## src/rtl/cstr_pkg.sv

```systemverilog
// Package for the console serial and tick register block: codes and constants.
package cstr_pkg;

	localparam int ActionW = 3;
	localparam int SelW    = 3;
	localparam int DataW   = 16;
	localparam int CharW   = 8;
	localparam int SrcW    = 2;
	localparam int CfgIdxW = 2;
	localparam int CfgDataW = 8;

	// item actions
	localparam logic [ActionW-1:0] ACT_READ     = 3'd0;
	localparam logic [ActionW-1:0] ACT_WRITE    = 3'd1;
	localparam logic [ActionW-1:0] ACT_RX_CHAR  = 3'd2;
	localparam logic [ActionW-1:0] ACT_RX_BREAK = 3'd3;
	localparam logic [ActionW-1:0] ACT_TX_DONE  = 3'd4;
	localparam logic [ActionW-1:0] ACT_TICK     = 3'd5;
	localparam logic [ActionW-1:0] ACT_GRANT    = 3'd6;

	// register selectors
	localparam logic [SelW-1:0] REG_ICCS = 3'd0;
	localparam logic [SelW-1:0] REG_RXCS = 3'd1;
	localparam logic [SelW-1:0] REG_RXDB = 3'd2;
	localparam logic [SelW-1:0] REG_TXCS = 3'd3;
	localparam logic [SelW-1:0] REG_TXDB = 3'd4;

	// interrupt sources
	localparam logic [SrcW-1:0] SRC_CLK = 2'd0;
	localparam logic [SrcW-1:0] SRC_RX  = 2'd1;
	localparam logic [SrcW-1:0] SRC_TX  = 2'd2;

	// configuration register indexes
	localparam logic [CfgIdxW-1:0] CFG_RX_SEVEN  = 2'd0;
	localparam logic [CfgIdxW-1:0] CFG_TX_SEVEN  = 2'd1;
	localparam logic [CfgIdxW-1:0] CFG_HALT_BRK  = 2'd2;
	localparam logic [CfgIdxW-1:0] CFG_HOLD_OFF  = 2'd3;

	localparam int BitDone = 7;
	localparam int BitIe   = 6;

	// error | framing | break
	localparam logic [DataW-1:0] BRK_WORD = 16'h8000 | 16'h2000 | 16'h0400;
	localparam logic [7:0] HOLD_OFF_RESET = 8'd50;
	localparam logic [7:0] AGE_MAX = 8'hFF;

endpackage

```

## src/rtl/console_serial_and_tick_registers.sv

```systemverilog
// Console terminal and interval clock registers: ICCS, RXCS, RXDB, TXCS, TXDB.
// The result word of an accepted word is registered in the output register.
// Throughput: one word per cycle; the input is taken whenever the output register
// is empty or being drained in the same cycle.
// Reset (arst_n low): all flags clear except tx done, which is set; hold-off is 50.
// Configuration writes are taken every cycle.
module console_serial_and_tick_registers
	import cstr_pkg::*;
(
	input  logic                clk,
	input  logic                arst_n,
	input  logic                in_valid,
	output logic                in_ready,
	input  logic [ActionW-1:0]  action,
	input  logic [SelW-1:0]     reg_sel,
	input  logic [DataW-1:0]    write_data,
	input  logic [CharW-1:0]    rx_char,
	input  logic [SrcW-1:0]     ack_source,
	input  logic                cfg_valid,
	output logic                cfg_ready,
	input  logic [CfgIdxW-1:0]  cfg_index,
	input  logic [CfgDataW-1:0] cfg_data,
	output logic                out_valid,
	input  logic                out_ready,
	output logic [DataW-1:0]    read_data,
	output logic                tx_valid,
	output logic [CharW-1:0]    tx_char,
	output logic                rx_accepted,
	output logic                halt_request,
	output logic                tick_ack,
	output logic                clk_irq,
	output logic                rx_irq,
	output logic                tx_irq
);

	typedef struct packed {
		logic [DataW-1:0] read_data;
		logic             tx_valid;
		logic [CharW-1:0] tx_char;
		logic             rx_accepted;
		logic             halt_request;
		logic             tick_ack;
	} result_t;

	logic             rx_seven_q, tx_seven_q, halt_brk_q;
	logic [7:0]       hold_off_q;

	logic [DataW-1:0] rx_buf_q, rx_buf_d;
	logic             rx_done_q, rx_done_d, rx_en_q, rx_en_d, rx_pend_q, rx_pend_d;
	logic [7:0]       rx_age_q, rx_age_d;
	logic [CharW-1:0] tx_buf_q, tx_buf_d;
	logic             tx_done_q, tx_done_d, tx_en_q, tx_en_d, tx_pend_q, tx_pend_d;
	logic             clk_en_q, clk_en_d, clk_pend_q, clk_pend_d;

	result_t          res_d, res_q;
	logic             out_valid_q;
	logic             accept;
	logic             may_load, wr_ie;
	logic [CharW-1:0] rx_masked, tx_masked;

	assign in_ready  = !out_valid_q || out_ready;
	assign accept    = in_valid && in_ready;
	assign cfg_ready = 1'b1;

	assign may_load  = !(rx_done_q && (rx_age_q < hold_off_q));
	assign wr_ie     = write_data[BitIe];
	assign rx_masked = rx_seven_q ? {1'b0, rx_char[CharW-2:0]} : rx_char;
	assign tx_masked = tx_seven_q ? {1'b0, tx_buf_q[CharW-2:0]} : tx_buf_q;

	always_comb begin
		rx_buf_d   = rx_buf_q;
		rx_done_d  = rx_done_q;
		rx_en_d    = rx_en_q;
		rx_pend_d  = rx_pend_q;
		rx_age_d   = rx_age_q;
		tx_buf_d   = tx_buf_q;
		tx_done_d  = tx_done_q;
		tx_en_d    = tx_en_q;
		tx_pend_d  = tx_pend_q;
		clk_en_d   = clk_en_q;
		clk_pend_d = clk_pend_q;
		res_d      = '0;
		unique case (action)
			ACT_READ: begin
				unique case (reg_sel)
					REG_ICCS: res_d.read_data[BitIe] = clk_en_q;
					REG_RXCS: begin
						res_d.read_data[BitDone] = rx_done_q;
						res_d.read_data[BitIe]   = rx_en_q;
					end
					REG_RXDB: begin
						res_d.read_data = rx_buf_q;
						if (rx_done_q) begin
							rx_done_d = 1'b0;
							rx_buf_d  = {8'h00, rx_buf_q[7:0]};
							rx_pend_d = 1'b0;
						end
					end
					REG_TXCS: begin
						res_d.read_data[BitDone] = tx_done_q;
						res_d.read_data[BitIe]   = tx_en_q;
					end
					default: ;
				endcase
			end
			ACT_WRITE: begin
				unique case (reg_sel)
					REG_ICCS: begin
						if (!wr_ie) clk_pend_d = 1'b0;
						res_d.tick_ack = write_data[BitDone];
						clk_en_d = wr_ie;
					end
					REG_RXCS: begin
						if (!wr_ie) rx_pend_d = 1'b0;
						else if (rx_done_q && !rx_en_q) rx_pend_d = 1'b1;
						rx_en_d = wr_ie;
					end
					REG_TXCS: begin
						if (!wr_ie) tx_pend_d = 1'b0;
						else if (tx_done_q && !tx_en_q) tx_pend_d = 1'b1;
						tx_en_d = wr_ie;
					end
					REG_TXDB: begin
						tx_buf_d  = write_data[CharW-1:0];
						tx_done_d = 1'b0;
						tx_pend_d = 1'b0;
					end
					default: ;
				endcase
			end
			ACT_RX_CHAR, ACT_RX_BREAK: begin
				if (may_load) begin
					rx_buf_d  = (action == ACT_RX_BREAK) ? BRK_WORD : {8'h00, rx_masked};
					rx_age_d  = '0;
					rx_done_d = 1'b1;
					if (rx_en_q) rx_pend_d = 1'b1;
					res_d.rx_accepted  = 1'b1;
					res_d.halt_request = (action == ACT_RX_BREAK) && halt_brk_q;
				end
			end
			ACT_TX_DONE: begin
				if (!tx_done_q) begin
					res_d.tx_valid = 1'b1;
					res_d.tx_char  = tx_masked;
					tx_done_d = 1'b1;
					if (tx_en_q) tx_pend_d = 1'b1;
				end
			end
			ACT_TICK: begin
				if (clk_en_q) clk_pend_d = 1'b1;
				if (rx_age_q != AGE_MAX) rx_age_d = rx_age_q + 8'd1;
			end
			ACT_GRANT: begin
				unique case (ack_source)
					SRC_CLK: clk_pend_d = 1'b0;
					SRC_RX:  rx_pend_d  = 1'b0;
					SRC_TX:  tx_pend_d  = 1'b0;
					default: ;
				endcase
			end
			default: ;
		endcase
	end

	always_ff @(posedge clk or negedge arst_n) begin
		if (!arst_n) begin
			rx_seven_q <= 1'b0;
			tx_seven_q <= 1'b0;
			halt_brk_q <= 1'b0;
			hold_off_q <= HOLD_OFF_RESET;
		end else if (cfg_valid) begin
			unique case (cfg_index)
				CFG_RX_SEVEN: rx_seven_q <= cfg_data[0];
				CFG_TX_SEVEN: tx_seven_q <= cfg_data[0];
				CFG_HALT_BRK: halt_brk_q <= cfg_data[0];
				CFG_HOLD_OFF: hold_off_q <= cfg_data;
				default: ;
			endcase
		end
	end

	always_ff @(posedge clk or negedge arst_n) begin
		if (!arst_n) begin
			rx_buf_q    <= '0;
			rx_done_q   <= 1'b0;
			rx_en_q     <= 1'b0;
			rx_pend_q   <= 1'b0;
			rx_age_q    <= '0;
			tx_buf_q    <= '0;
			tx_done_q   <= 1'b1;
			tx_en_q     <= 1'b0;
			tx_pend_q   <= 1'b0;
			clk_en_q    <= 1'b0;
			clk_pend_q  <= 1'b0;
			out_valid_q <= 1'b0;
		end else begin
			if (accept) begin
				rx_buf_q   <= rx_buf_d;
				rx_done_q  <= rx_done_d;
				rx_en_q    <= rx_en_d;
				rx_pend_q  <= rx_pend_d;
				rx_age_q   <= rx_age_d;
				tx_buf_q   <= tx_buf_d;
				tx_done_q  <= tx_done_d;
				tx_en_q    <= tx_en_d;
				tx_pend_q  <= tx_pend_d;
				clk_en_q   <= clk_en_d;
				clk_pend_q <= clk_pend_d;
				out_valid_q <= 1'b1;
			end else if (out_ready) begin
				out_valid_q <= 1'b0;
			end
		end
	end

	// result word register; request levels come from the live flags,
	// which only change when the next word is taken
	always_ff @(posedge clk) begin
		if (accept) res_q <= res_d;
	end

	assign out_valid    = out_valid_q;
	assign read_data    = res_q.read_data;
	assign tx_valid     = res_q.tx_valid;
	assign tx_char      = res_q.tx_char;
	assign rx_accepted  = res_q.rx_accepted;
	assign halt_request = res_q.halt_request;
	assign tick_ack     = res_q.tick_ack;
	assign clk_irq      = clk_pend_q;
	assign rx_irq       = rx_pend_q;
	assign tx_irq       = tx_pend_q;

endmodule
```

## config.mk

```make
export PLATFORM = sky130hd
export DESIGN_NAME = console_serial_and_tick_registers
export DESIGN_NICKNAME = d
export VERILOG_FILES = /design/src/rtl/cstr_pkg.sv /design/src/rtl/console_serial_and_tick_registers.sv
export SDC_FILE = /design/constraint.sdc
export NUM_CORES = 1
export LEC_CHECK = 0
export BUFFER_PORTS_ARGS = -buffer_cell sky130_fd_sc_hd__clkbuf_2
export CAP_MARGIN = 20
export CELL_PAD_IN_SITES_DETAIL_PLACEMENT = 0
export CELL_PAD_IN_SITES_GLOBAL_PLACEMENT = 1
export CORE_AREA = 2 2 109 111
export CTS_BUF_LIST = sky130_fd_sc_hd__clkbuf_16
export DETAILED_ROUTE_END_ITERATION = 10
export DIE_AREA = 0 0 111 113
export MAX_ROUTING_LAYER = met4
export PLACE_DENSITY = 0.6
export SLEW_MARGIN = 20
export SYNTH_ARGS = -nofsm -noshare
export SYNTH_HDL_FRONTEND = slang
export SYNTH_SLANG_ARGS = --single-unit
```

## constraint.sdc

```tcl
create_clock -name clk -period 2.45 [get_ports clk]
set_input_delay 0.3675 -clock clk [delete_from_list [all_inputs] [get_ports clk]]
set_output_delay 0.3675 -clock clk [all_outputs]
set_load 0.01 [all_outputs]
```

* Word-level counts from Yosys, hierarchy flattened
Index checks and enable logic that the tools add are counted.
** Operators by class
- Add/subtract/negate cells :: 1
- Order comparisons :: 1
- Eq/ne operators :: 34
- Mux-type cells :: 42
- Bitwise operators :: 4
- Reduce and logical (&&, ||, !) cells :: 42
** Operators by type and width (number)
- two-way mux 16 bit :: 4
- two-way mux 8 bit :: 4
- case mux 16 bit (2 select lines) :: 1
- two-way mux 1 bit :: 22
- != test 2 bit (second input constant) :: 9
- case mux 8 bit (2 select lines) :: 1
- AND reduction 3 bit :: 5
- == test 3 x 2 -> 1 bit (second input constant) :: 4
- == test 3 bit (second input constant) :: 4
- != test 2 x 1 -> 1 bit (second input constant) :: 6
- AND reduction 2 bit :: 6
- AND reduction 4 bit :: 3
- two-way mux 9 bit :: 1
- case mux 1 bit (3 select lines) :: 3
- AND reduction 9 bit :: 1
- adder 8 x 1 -> 8 bit (second input constant) :: 1
- < comparator 8 bit :: 1
- != test 8 bit (second input constant) :: 1
- case mux 1 bit (4 select lines) :: 2
- nonzero test 2 bit :: 4
- AND reduction 7 bit :: 1
- == test 2 bit (second input constant) :: 3
- == test 3 x 1 -> 1 bit (second input constant) :: 2
- zero test 3 bit :: 2
- 17 further kinds :: 33
** Word-level totals
- Register bits after elaboration :: 80
- Input port bits :: 47
- Output and inout port bits :: 34

* Depth between registers and ports, before layout
Gate-level depths: netlist (run 1).
- Depth in word-level cells :: 6
- Mapped depth :: 8
- Mapped depth without buffers :: 7

* Worst setup path before layout (run 1)
No wires, ideal clock.
- Path kind :: reg-to-reg
- Start :: register hold_off_q[4]
- End :: register rx_buf_q[1]
- Library setup time :: 0.127 ns
- Data arrival time :: 2.056 ns
- Path slack :: 0.267 ns
- Stages on the path, launching flop included :: 9
- Path through :: dfstp_2 -> inv_1 -> ha_1 -> a211oi_1 -> o2111ai_1 -> a31oi_2 -> nor3_2 -> buf_6 -> mux2_1
** On the way
- Word-level cells in the longest chain between the ends :: 4
** Ends and longest elaborated chain
- from (decl) :: RTL line console_serial_and_tick_registers.sv:46 : logic [7:0] hold_off_q;
- from (signal assigned) :: RTL line console_serial_and_tick_registers.sv:176 : CFG_HOLD_OFF: hold_off_q <= cfg_data;
- < comparator 8 bit :: RTL line console_serial_and_tick_registers.sv:65 : assign may_load = !(rx_done_q && (rx_age_q < hold_off_q));
- logical AND 1 bit :: RTL line console_serial_and_tick_registers.sv:65
- inverter 1 bit (no line)
- AND reduction 4 bit (no line)
- to (signal assigned) :: RTL line console_serial_and_tick_registers.sv:198 : rx_buf_q <= rx_buf_d;
- to (decl) :: RTL line console_serial_and_tick_registers.sv:48 : logic [DataW-1:0] rx_buf_q, rx_buf_d;
No other way between the ends.
A chain may end at the register's enable or synchronous reset.

* Worst setup path after layout (run 1)
- Start :: register hold_off_q[4]
- End :: register res_q, in the netlist halt_request, data pin
** On the way
- Word-level cells in the longest chain between the ends :: 3
** Ends and longest elaborated chain
- < comparator 8 bit :: RTL line console_serial_and_tick_registers.sv:65
- logical AND 1 bit :: RTL line console_serial_and_tick_registers.sv:65
- OR reduction 2 bit (no line)
- to (signal assigned) :: RTL line console_serial_and_tick_registers.sv:219 : if (accept) res_q <= res_d;
- to (decl) :: RTL line console_serial_and_tick_registers.sv:55 : result_t res_d, res_q;
No other way between the ends.

==> run metrics, run 1 <==
hold_ws=79.8 ps; global route overflow=0; Rel. slew slack=44.5%; Post-CTS Setup Inserts=0; commonest non-fill, non-tap cell in the layout=clkbuf_2; 1st-pass router iterations=4; most frequent cells in the layout=66 x clkbuf_2, 41 x dfrtp_1, 27 x mux2_2; Reg clk slew, reported paths=50 ps; final hold violations=0; Slew Viols, Final=0; Residual DRC=0; VDD IR-drop max=0.000354 V; Final setup viols=0; largest net degree at the start of global routing=27; #FFs+latches synth=66; Slew @ Worst Pin=826 ps; area growth from synthesis to layout=25.7%; Cell variety after synth=53; Initial DRC Count=88; Clock Skew=4.11 ps; endpoint class of the critical path=register; # IOs=81; mapped cell area=3330 µm²; worst min path class=in2async; GRT Total Usage=12.7%; Clock Path Buffers=2; status=completed; Power, Total=3.47 mW; ANT cells=0; htree depth=3; core area=11,300 µm²; cell-by-cell trace of the critical path=inv_1 -> ha_1 -> a211oi_2 -> o2111ai_1 -> a31oi_2 -> buf_4 -> nor2_1 -> and3_1; WL final=7350 µm; Antenna Nets Post-Route=0; number of synthesis warnings=0; crit share post-route=93.8%; crit path max fanout=6; Max-Cap Viols=0; hold-fix buffers at CTS=0; Site Rows=39; register area share after synthesis=52.9%; crit start category=register; worst-skew pair later-pin latency=330 ps; Chip Width=111 µm; Most used DFF post-synth=dfrtp_1; Pleak=1.88 nW; EDFF count, synth=21; Core Util, Final=37.1%; cts bufs inserted=9; Arr. time, crit path=2390 ps; Port Buffers=66; worst path bufs/invs=2; share of layout cells above drive strength 1=35.1%; worst setup path class=reg2reg; FILL cells=1,114; vias in the first global route=2,442; Non-Filler Instances=513; die area=12,500 µm²; Synth async-reset ratio=68.2%; CTS root buffer=clkbuf_16; # nets final=420; first-pass GRT wire length=11,900 µm; HPWL Detailed=5460 µm; Critical Path Slowest Stage Cell=dfstp_2; WP data required=2540 ps; Fmax=0.435 GHz; critical path's top delay family=compound AO/OA/AOI/OAI gates; TritonCTS clock tree=yes; Final Critical Period=2300 ps; Die H=113 µm; PwrDens=829 nW/µm²; RSZ-0062 raised after global routing=false; routed vias/inst=4.64; placed cell count=497; wire per inst=14.3 µm; Avg Inst Size Synth=11.5 µm²; Initial Util=29.5%; initial antenna violation count=0; clk sinks=66; vias=2,380; cells after synthesis=289; GP Congestion=0.793; CP peak stage delay=530 ps
[flip-flops by register name (all words and copies together), names as in the netlist]
name / flops
clk_en_q: 1
clk_irq: 1
halt_brk_q: 1
halt_request: 1
hold_off_q: 8
out_valid: 1
read_data: 9
rx_accepted: 1
rx_age_q: 8
rx_buf_q: 9
rx_done_q: 1
rx_en_q: 1
rx_irq: 1
rx_seven_q: 1
tick_ack: 1
tx_buf_q: 8
tx_char: 8
tx_done_q: 1
tx_en_q: 1
tx_irq: 1
tx_seven_q: 1
tx_valid: 1
[cells in the mapped netlist (all sizes together), types with 5 or more instances]
library cell	n	share of area, %
a21oi	13	2.0
and2	14	2.6
and3	5	0.94
buf	14	3.0
clkbuf	5	0.56
dfrtp	41	31
edfxtp	21	19
ha	8	3.0
inv	13	1.5
mux2	33	11
nand2	17	1.9
nand2b	6	1.1
nand3	7	1.1
nor2	8	0.90
nor2b	13	2.4
nor3	6	1.1
nor3b	8	2.0
o21ai	14	2.1
[power breakdown]
group	switching, mW	internal [mW]
clock	0.478	0.983
sequential	0.108	1.32
combinational	0.294	0.285
[worst paths after layout]
kind | from | endpoint | slack (ps) | depth (start not counted)
setup / recovery | hold_off_q[4] | halt_request | 150 | 8
hold / removal | arst_n | out_valid | 80 | 1
setup reg to reg | hold_off_q[4] | halt_request | 150 | 8
hold reg to reg | rx_buf_q[2] | rx_buf_q[2] | 480 | 1
max in group asynchronous | arst_n | tx_done_q | 1640 | 2
min in group clk | in_valid | out_valid | 260 | 2
[metrics by stage]
step	setup WS [ps]	setup TNS, ps	instance area (µm²)
after detailed placement	-94.1	-597	3840
after floorplan	267	0	3340
after CTS	84.1	0	4180
final	151	0	4180
after global routing	2.17	0	4180
after global placement	-59.1	-302	3840
[layer usage]
layer  GRT usage (%)  wire length (µm)  vias to the layer above
met5               -                 0                        -
met2            20.3              3500                       55
met3            3.86               320                        7
met1            14.9              3440                     1130
li1                -                 -                     1188
met4            5.25                82                        0
[layout make-up]
cell class / instances / area (µm²) / share of cell area [%]
Clock inverter: 7 / 109 / 2.60
Multi-Input combinational cell: 195 / 1430 / 34.1
Tap cell: 143 / 179 / 4.28
Clock buffer: 9 / 225 / 5.38
Timing Repair Buffer: 80 / 435 / 10.4
Sequential cell: 66 / 1760 / 42.1
Inverter: 13 / 48.8 / 1.17
[logic make-up (layout without fill, tap and decap cells)]
kind of cell | after synthesis | count (layout) | synth area share (%)
simple gates | 98 | 98 | 17.4
compound gates | 49 | 49 | 9.43
other cells | 2 | 6 | 0.226
mux | 34 | 34 | 12.0
flops | 66 | 66 | 52.9
fa+ha+maj | 8 | 8 | 3.01
buf+inv | 32 | 109 | 5.07
[repair_timing]
| action | 4_1_cts | 5_1_grt |
|---|---|---|
| setup endpoints to repair | 8 | 1 |
| endpoints found under the hold margin | 0 | 0 |
| resized for setup | 1 | 1 |
Power figures use the tool's default switching activity.
==> run 2, diff against run 1 <==
CORE_AREA = 2 2 119 121   (was 2 2 109 111)
DIE_AREA = 0 0 121 123   (was 0 0 111 113)
PLACE_DENSITY = 0.53   (was 0.6)
RECOVER_POWER = 100   (was unset)
==> run 2 against run 1 <==
  * Count of clock-buffer cells in the layout is the same
  * Critical endpoint is now rx_buf_q[3]
  * Die area grew 19%
  * Global-route usage shrank 1.5 points
  * Sequential power is essentially flat
  * Final cell count grew 7.6%
  * Largest power group is now registers
  * Non-clock buffer count grew 2
==> run metrics, run 2 (synthesis results as in run 1) <==
status=completed; Clock Path Buffers=2 (unchanged); Die H=123 µm (+8.8%); WP data required=2660 ps (+120 ps); Clk pwr share=35.9% (-6.2 points); Port Buffers=66 (unchanged); final hold violations=0 (unchanged); die area=14,900 µm² (+19%); cts bufs inserted=9 (unchanged); vias in the first global route=2,353 (-3.6%); worst setup path class=reg2reg; worst-skew pair later-pin latency=330 ps (about the same); # IOs=81 (unchanged); RSZ-0062 raised after global routing=false; htree depth=3 (unchanged); Initial Util=24.5% (-5.1 points); TritonCTS clock tree=yes; core area=13,600 µm² (+21%); vias=2,457 (+3.2%); Crit Reg-Reg Startpoint=hold_off_q[4]; Rel. slew slack=5.86% (-39 points); Max-Cap Viols=0 (unchanged); VDD IR-drop max=0.000339 V (-4.3%); wire per inst=14.1 µm (-1.7%); Flop pwr share=46.4% (+5.2 points); PwrDens=760 nW/µm² (-8.3%); Reg clk slew, reported paths=50 ps (about the same); Slew Viols, Final=0 (unchanged); GRT Total Usage=11.2% (-1.5 points); crit share post-route=93.2% (-0.65 points); Chip Width=121 µm (+9.0%); WL final=7770 µm (+5.7%); CTS root buffer=clkbuf_16; largest net degree at the start of global routing=25 (-7.4%); Final setup viols=0 (unchanged); endpoint class of the critical path=register; global route overflow=0 (unchanged); R2R setup slack=170 ps (+20 ps); HPWL Detailed=5780 µm (+5.9%); Worst Setup EP=rx_buf_q[3]; ANT cells=0 (unchanged); crit path max fanout=7 (+1); Final Critical Period=2280 ps (-15.9 ps); Net Sw Power=858 µW (-2.4%); most frequent cells in the layout=41 x dfrtp_1, 39 x clkbuf_1, 36 x clkbuf_2; Residual DRC=0 (unchanged); routed vias/inst=4.45 (-4.1%); # nets final=422 (+0.48%); Arr. time, crit path=2490 ps (+100 ps); worst setup path startpoint=hold_off_q[4]; commonest non-fill, non-tap cell in the layout=dfrtp_1; share of layout cells above drive strength 1=24.2% (-11 points); Pleak=1.73 nW (-8.3%); area growth from synthesis to layout=22.8%; Slew @ Worst Pin=1410 ps (+586 ps); FILL cells=1,437 (+29%); 1st-pass router iterations=4 (unchanged); TNS Setup=0 ps (unchanged); Site Rows=43 (+10%); Combinational Power Share=17.7% (+1.0 points); Core Util, Final=30.0% (-7.1 points); FF-to-FF End=rx_buf_q[3]; clk sinks=66 (unchanged); Clock Skew=6.08 ps (+1.97 ps); crit start category=register; first-pass GRT wire length=12,300 µm (+3.0%); worst min path class=in2reg; Fmax=0.438 GHz (+0.70%); path depth of the worst reg2reg path=8 (unchanged); GP Congestion=0.783 (-1.2%); P_int=2.25 mW (-13%); Sw Ratio=27.6% (+2.2 points); Initial DRC Count=109 (+24%); initial antenna violation count=0 (unchanged); Antenna Nets Post-Route=0 (unchanged)
run 2: how the worst min path moves through the flow:
| stage | start | to | slack (ps) | cells past startpoint |
|---|---|---|---|---|
| after CTS | in_valid | out_valid | 250 | 2 |
| after global placement | arst_n | hold_off_q[2] | 170 | 1 |
| after global routing | in_valid | out_valid | 260 | 2 |
| after detailed placement | arst_n | hold_off_q[2] | 180 | 1 |
| after floorplan | arst_n | clk_en_q | 70 | 0 |
| final | in_valid | out_valid | 270 | 2 |
run 2: per-stage QoR:
step | area (µm²) | hold slack (ps) | instances | worst slack (ps) | power, mW
after floorplan | 3340 | 71.9 | 293 | 267 | 1.79
after global routing | 4090 | 256 | 552 | 24.5 | 3.29
final | 4090 | 267 | 552 | 167 | 3.11
after detailed placement | 3890 | 176 | 535 | 145 | 2.04
after CTS | 4160 | 255 | 552 | 134 | 3.18
after global placement | 3890 | 174 | 535 | 200 | 2.02
run 2: final cells by class:
class / count / area [µm²] / share of cell area (%)
flip-flops and latches: 66 / 1760 / 43.1
multi-input cells: 195 / 1410 / 34.6
repair buffers: 82 / 382 / 9.33
clock buffers: 9 / 225 / 5.51
well taps: 180 / 225 / 5.51
inverters: 13 / 48.8 / 1.19
clock inverters: 7 / 32.5 / 0.796
run 2: power groups by stage:
stage	sequential [mW]	combinational (mW)	clock, mW
4_1_cts	1.44	0.580	1.16
2_1_floorplan	1.43	0.364	0
3_5_place_dp	1.46	0.575	0
6_report	1.44	0.550	1.12
5_1_grt	1.46	0.628	1.20
3_3_place_gp	1.46	0.561	0
run 2: critical path, stage by stage (launching register included):
cell,delay [ps]
dfstp_2,520
inv_1,40
ha_1,320
a211oi_2,220
o2111ai_1,170
a31oi_2,280
nor3_2,80
clkbuf_2,200
mux2_1,330
run 2: what timing repair did:
action / in CTS / in global routing
hold buffers: 1 / 0
setup buffers: 0 / 0
setup endpoints to repair: 0 / 1
gates resized for setup: 0 / 1
hold endpoints to repair: 1 / 0
run 2: per-layer routing:
metal	global-route usage (%)	vias up	share of wire [%]
met1	13.4	1193	46
li1	-	1194	-
met2	17.1	59	46
met5	-	-	0
met4	5.52	0	1.8
met3	3.51	11	5.7
==> run 3, diff against run 2 <==
CORE_AREA = 2 2 93 95   (was 2 2 119 121)
DIE_AREA = 0 0 95 97   (was 0 0 121 123)
PLACE_DENSITY = 0.79   (was 0.53)
==> run 3 against run 2 <==
  * Count of clock-buffer cells in the layout unchanged
  * Largest cell class unchanged
  * Sequential share of layout area grew 0.96 points
  * Highest routed layer unchanged
  * Non-clock buffer count shrank 3
  * Global-route usage up 5.4 points
  * Utilization up 19 points
  * Fmax down 0.53%
  * Routed wire length down 9.6%
==> run metrics, run 3 (synthesis results as in run 1) <==
Critical Path Slowest Stage Cell=dfstp_2; worst setup path class=reg2reg; Chip Width=95 µm (-21%); Final setup viols=0 (unchanged); CP peak stage delay=530 ps (about the same); Crit Reg-Reg Startpoint=hold_off_q[5]; worst setup path startpoint=hold_off_q[5]; 1st-pass router iterations=4 (unchanged); worst path bufs/invs=1 (-1); HPWL Detailed=5050 µm (-13%); Fmax=0.436 GHz (-0.53%); area growth from synthesis to layout=20.1%; Slew Viols, Final=0 (unchanged); crit share post-route=93.7% (+0.50 points); Flop pwr share=45.1% (-1.3 points); Clk pwr share=37.4% (+1.5 points); register area=1760 µm² (unchanged); Antenna Nets Post-Route=0 (unchanged); FILL cells=762 (-47%); # nets final=419 (-0.71%); Die H=97 µm (-21%); cell-by-cell trace of the critical path=inv_1 -> ha_1 -> o211ai_1 -> o2111ai_1 -> a31oi_2 -> nor3_4 -> mux2_2; crit path max fanout=12 (+5); Initial DRC Count=119 (+9.2%); Initial Util=40.9% (+16 points); final worst setup slack=154 ps (-12.3 ps); area of the multi-input gates=1410 µm² (-0.35%); initial antenna violation count=0 (unchanged); ANT cells=0 (unchanged); TritonCTS clock tree=yes; cts bufs inserted=9 (unchanged); Clock Skew=9.72 ps (+3.64 ps); status=completed; first-pass GRT wire length=11,700 µm (-4.8%); Clock Path Buffers=2 (unchanged); crit start category=register; hold_sp=cfg_data[5]; Rel. slew slack=13.6% (+7.7 points); die area=9220 µm² (-38%); GP Congestion=0.814 (+3.9%); Sw Ratio=28.2% (+0.59 points); WP data required=2660 ps (about the same); routed vias/inst=5.13 (+15%); Max-Cap Viols=0 (unchanged); Final Critical Period=2300 ps (+12.3 ps); largest net degree at the start of global routing=24 (-4.0%); commonest non-fill, non-tap cell in the layout=dfrtp_1; global route overflow=0 (unchanged); Pleak=1.73 nW (+0.13%); TNS Setup=0 ps (unchanged); CTS root buffer=clkbuf_16; vias=2,432 (-1.0%); vias in the first global route=2,433 (+3.4%); most frequent cells in the layout=41 x dfrtp_1, 36 x clkbuf_1, 36 x clkbuf_2; WL final=7020 µm (-9.6%); # IOs=81 (unchanged); htree depth=3 (unchanged); share of layout cells above drive strength 1=24.7% (+0.47 points); worst min path class=in2reg; Residual DRC=0 (unchanged); clk sinks=66 (unchanged); wire per inst=14.8 µm (+5.3%); Slew @ Worst Pin=1300 ps (-116 ps); P_int=2.27 mW (+1.1%); critical path's top delay family=flip-flops; endpoint class of the critical path=register; Reg clk slew, reported paths=60 ps (about the same); Arr. time, crit path=2510 ps (+20 ps); Combinational Power Share=17.6% (about the same); pre-CTS WS=-113 ps (-258 ps); GRT Total Usage=16.6% (+5.4 points); Site Rows=33 (-23%); PwrDens=792 nW/µm² (+4.2%); Net Sw Power=894 µW (+4.1%); RSZ-0062 raised after global routing=false; final hold violations=0 (unchanged); core area=8130 µm² (-40%); VDD IR-drop max=0.000492 V (+45%); Port Buffers=66 (unchanged); worst-skew pair later-pin latency=330 ps (about the same)
run 3: per-stage QoR:
step / instance area [µm²] / util, % / power, mW / std cells / hold slack (ps)
2_1_floorplan: 3340 / - / 1.79 / 293 / 71.9
3_3_place_gp: 3800 / 46.7 / 1.99 / 458 / 414
3_5_place_dp: 3800 / 46.7 / 2.02 / 458 / 423
4_1_cts: 4080 / 50.1 / 3.21 / 474 / 78.4
5_1_grt: 4000 / 49.2 / 3.34 / 474 / 275
6_report: 4000 / 49.2 / 3.17 / 474 / 272
run 3: worst reg2reg max path: stages (launching register included):
cell and delay (ps):
dfstp_2 530, inv_1 40, ha_1 280, o211ai_1 100
o2111ai_1 210, a31oi_2 90, nor3_4 530, mux2_2 410
run 3: final cells by class:
class                           instances  share of cell area (%)
Clock inverter                          7                    1.28
Tap cell                              105                    3.28
Sequential cell                        66                    44.0
Timing Repair Buffer                   79                    9.32
Multi-Input combinational cell        195                    35.2
Inverter                               13                    1.22
Clock buffer                            9                    5.63
run 3: final timing paths:
check / endpoint / cells after the start / slack [ps]
max: rx_buf_q[0] / 7 / 150
min: hold_off_q[5] / 2 / 270
max reg2reg: rx_buf_q[0] / 7 / 150
min reg2reg: rx_buf_q[2] / 1 / 480
max in group asynchronous: rx_done_q / 2 / 500
min in group asynchronous: out_valid / 1 / 300
run 3: layer usage:
metal	wire (µm)	vias to the layer above	global-route usage, %
li1	-	1185	-
met1	3190	1167	21.3
met2	3370	70	26.5
met3	371	10	2.96
met4	89	0	5.24
met5	0	-	-
run 3: repair_timing:
item,in CTS,in global routing
hold buffers,0,0
buffers inserted,0,0
gates resized for setup,1,0
hold endpoints to repair,0,0
setup endpoints to repair,8,0
run 3: power by group through the flow:
stage / combinational, mW / clock [mW] / sequential, mW
2_1_floorplan: 0.364 / 0 / 1.43
3_5_place_dp: 0.572 / 0 / 1.45
6_report: 0.557 / 1.18 / 1.43
5_1_grt: 0.629 / 1.25 / 1.45
3_3_place_gp: 0.554 / 0 / 1.44
4_1_cts: 0.583 / 1.20 / 1.43
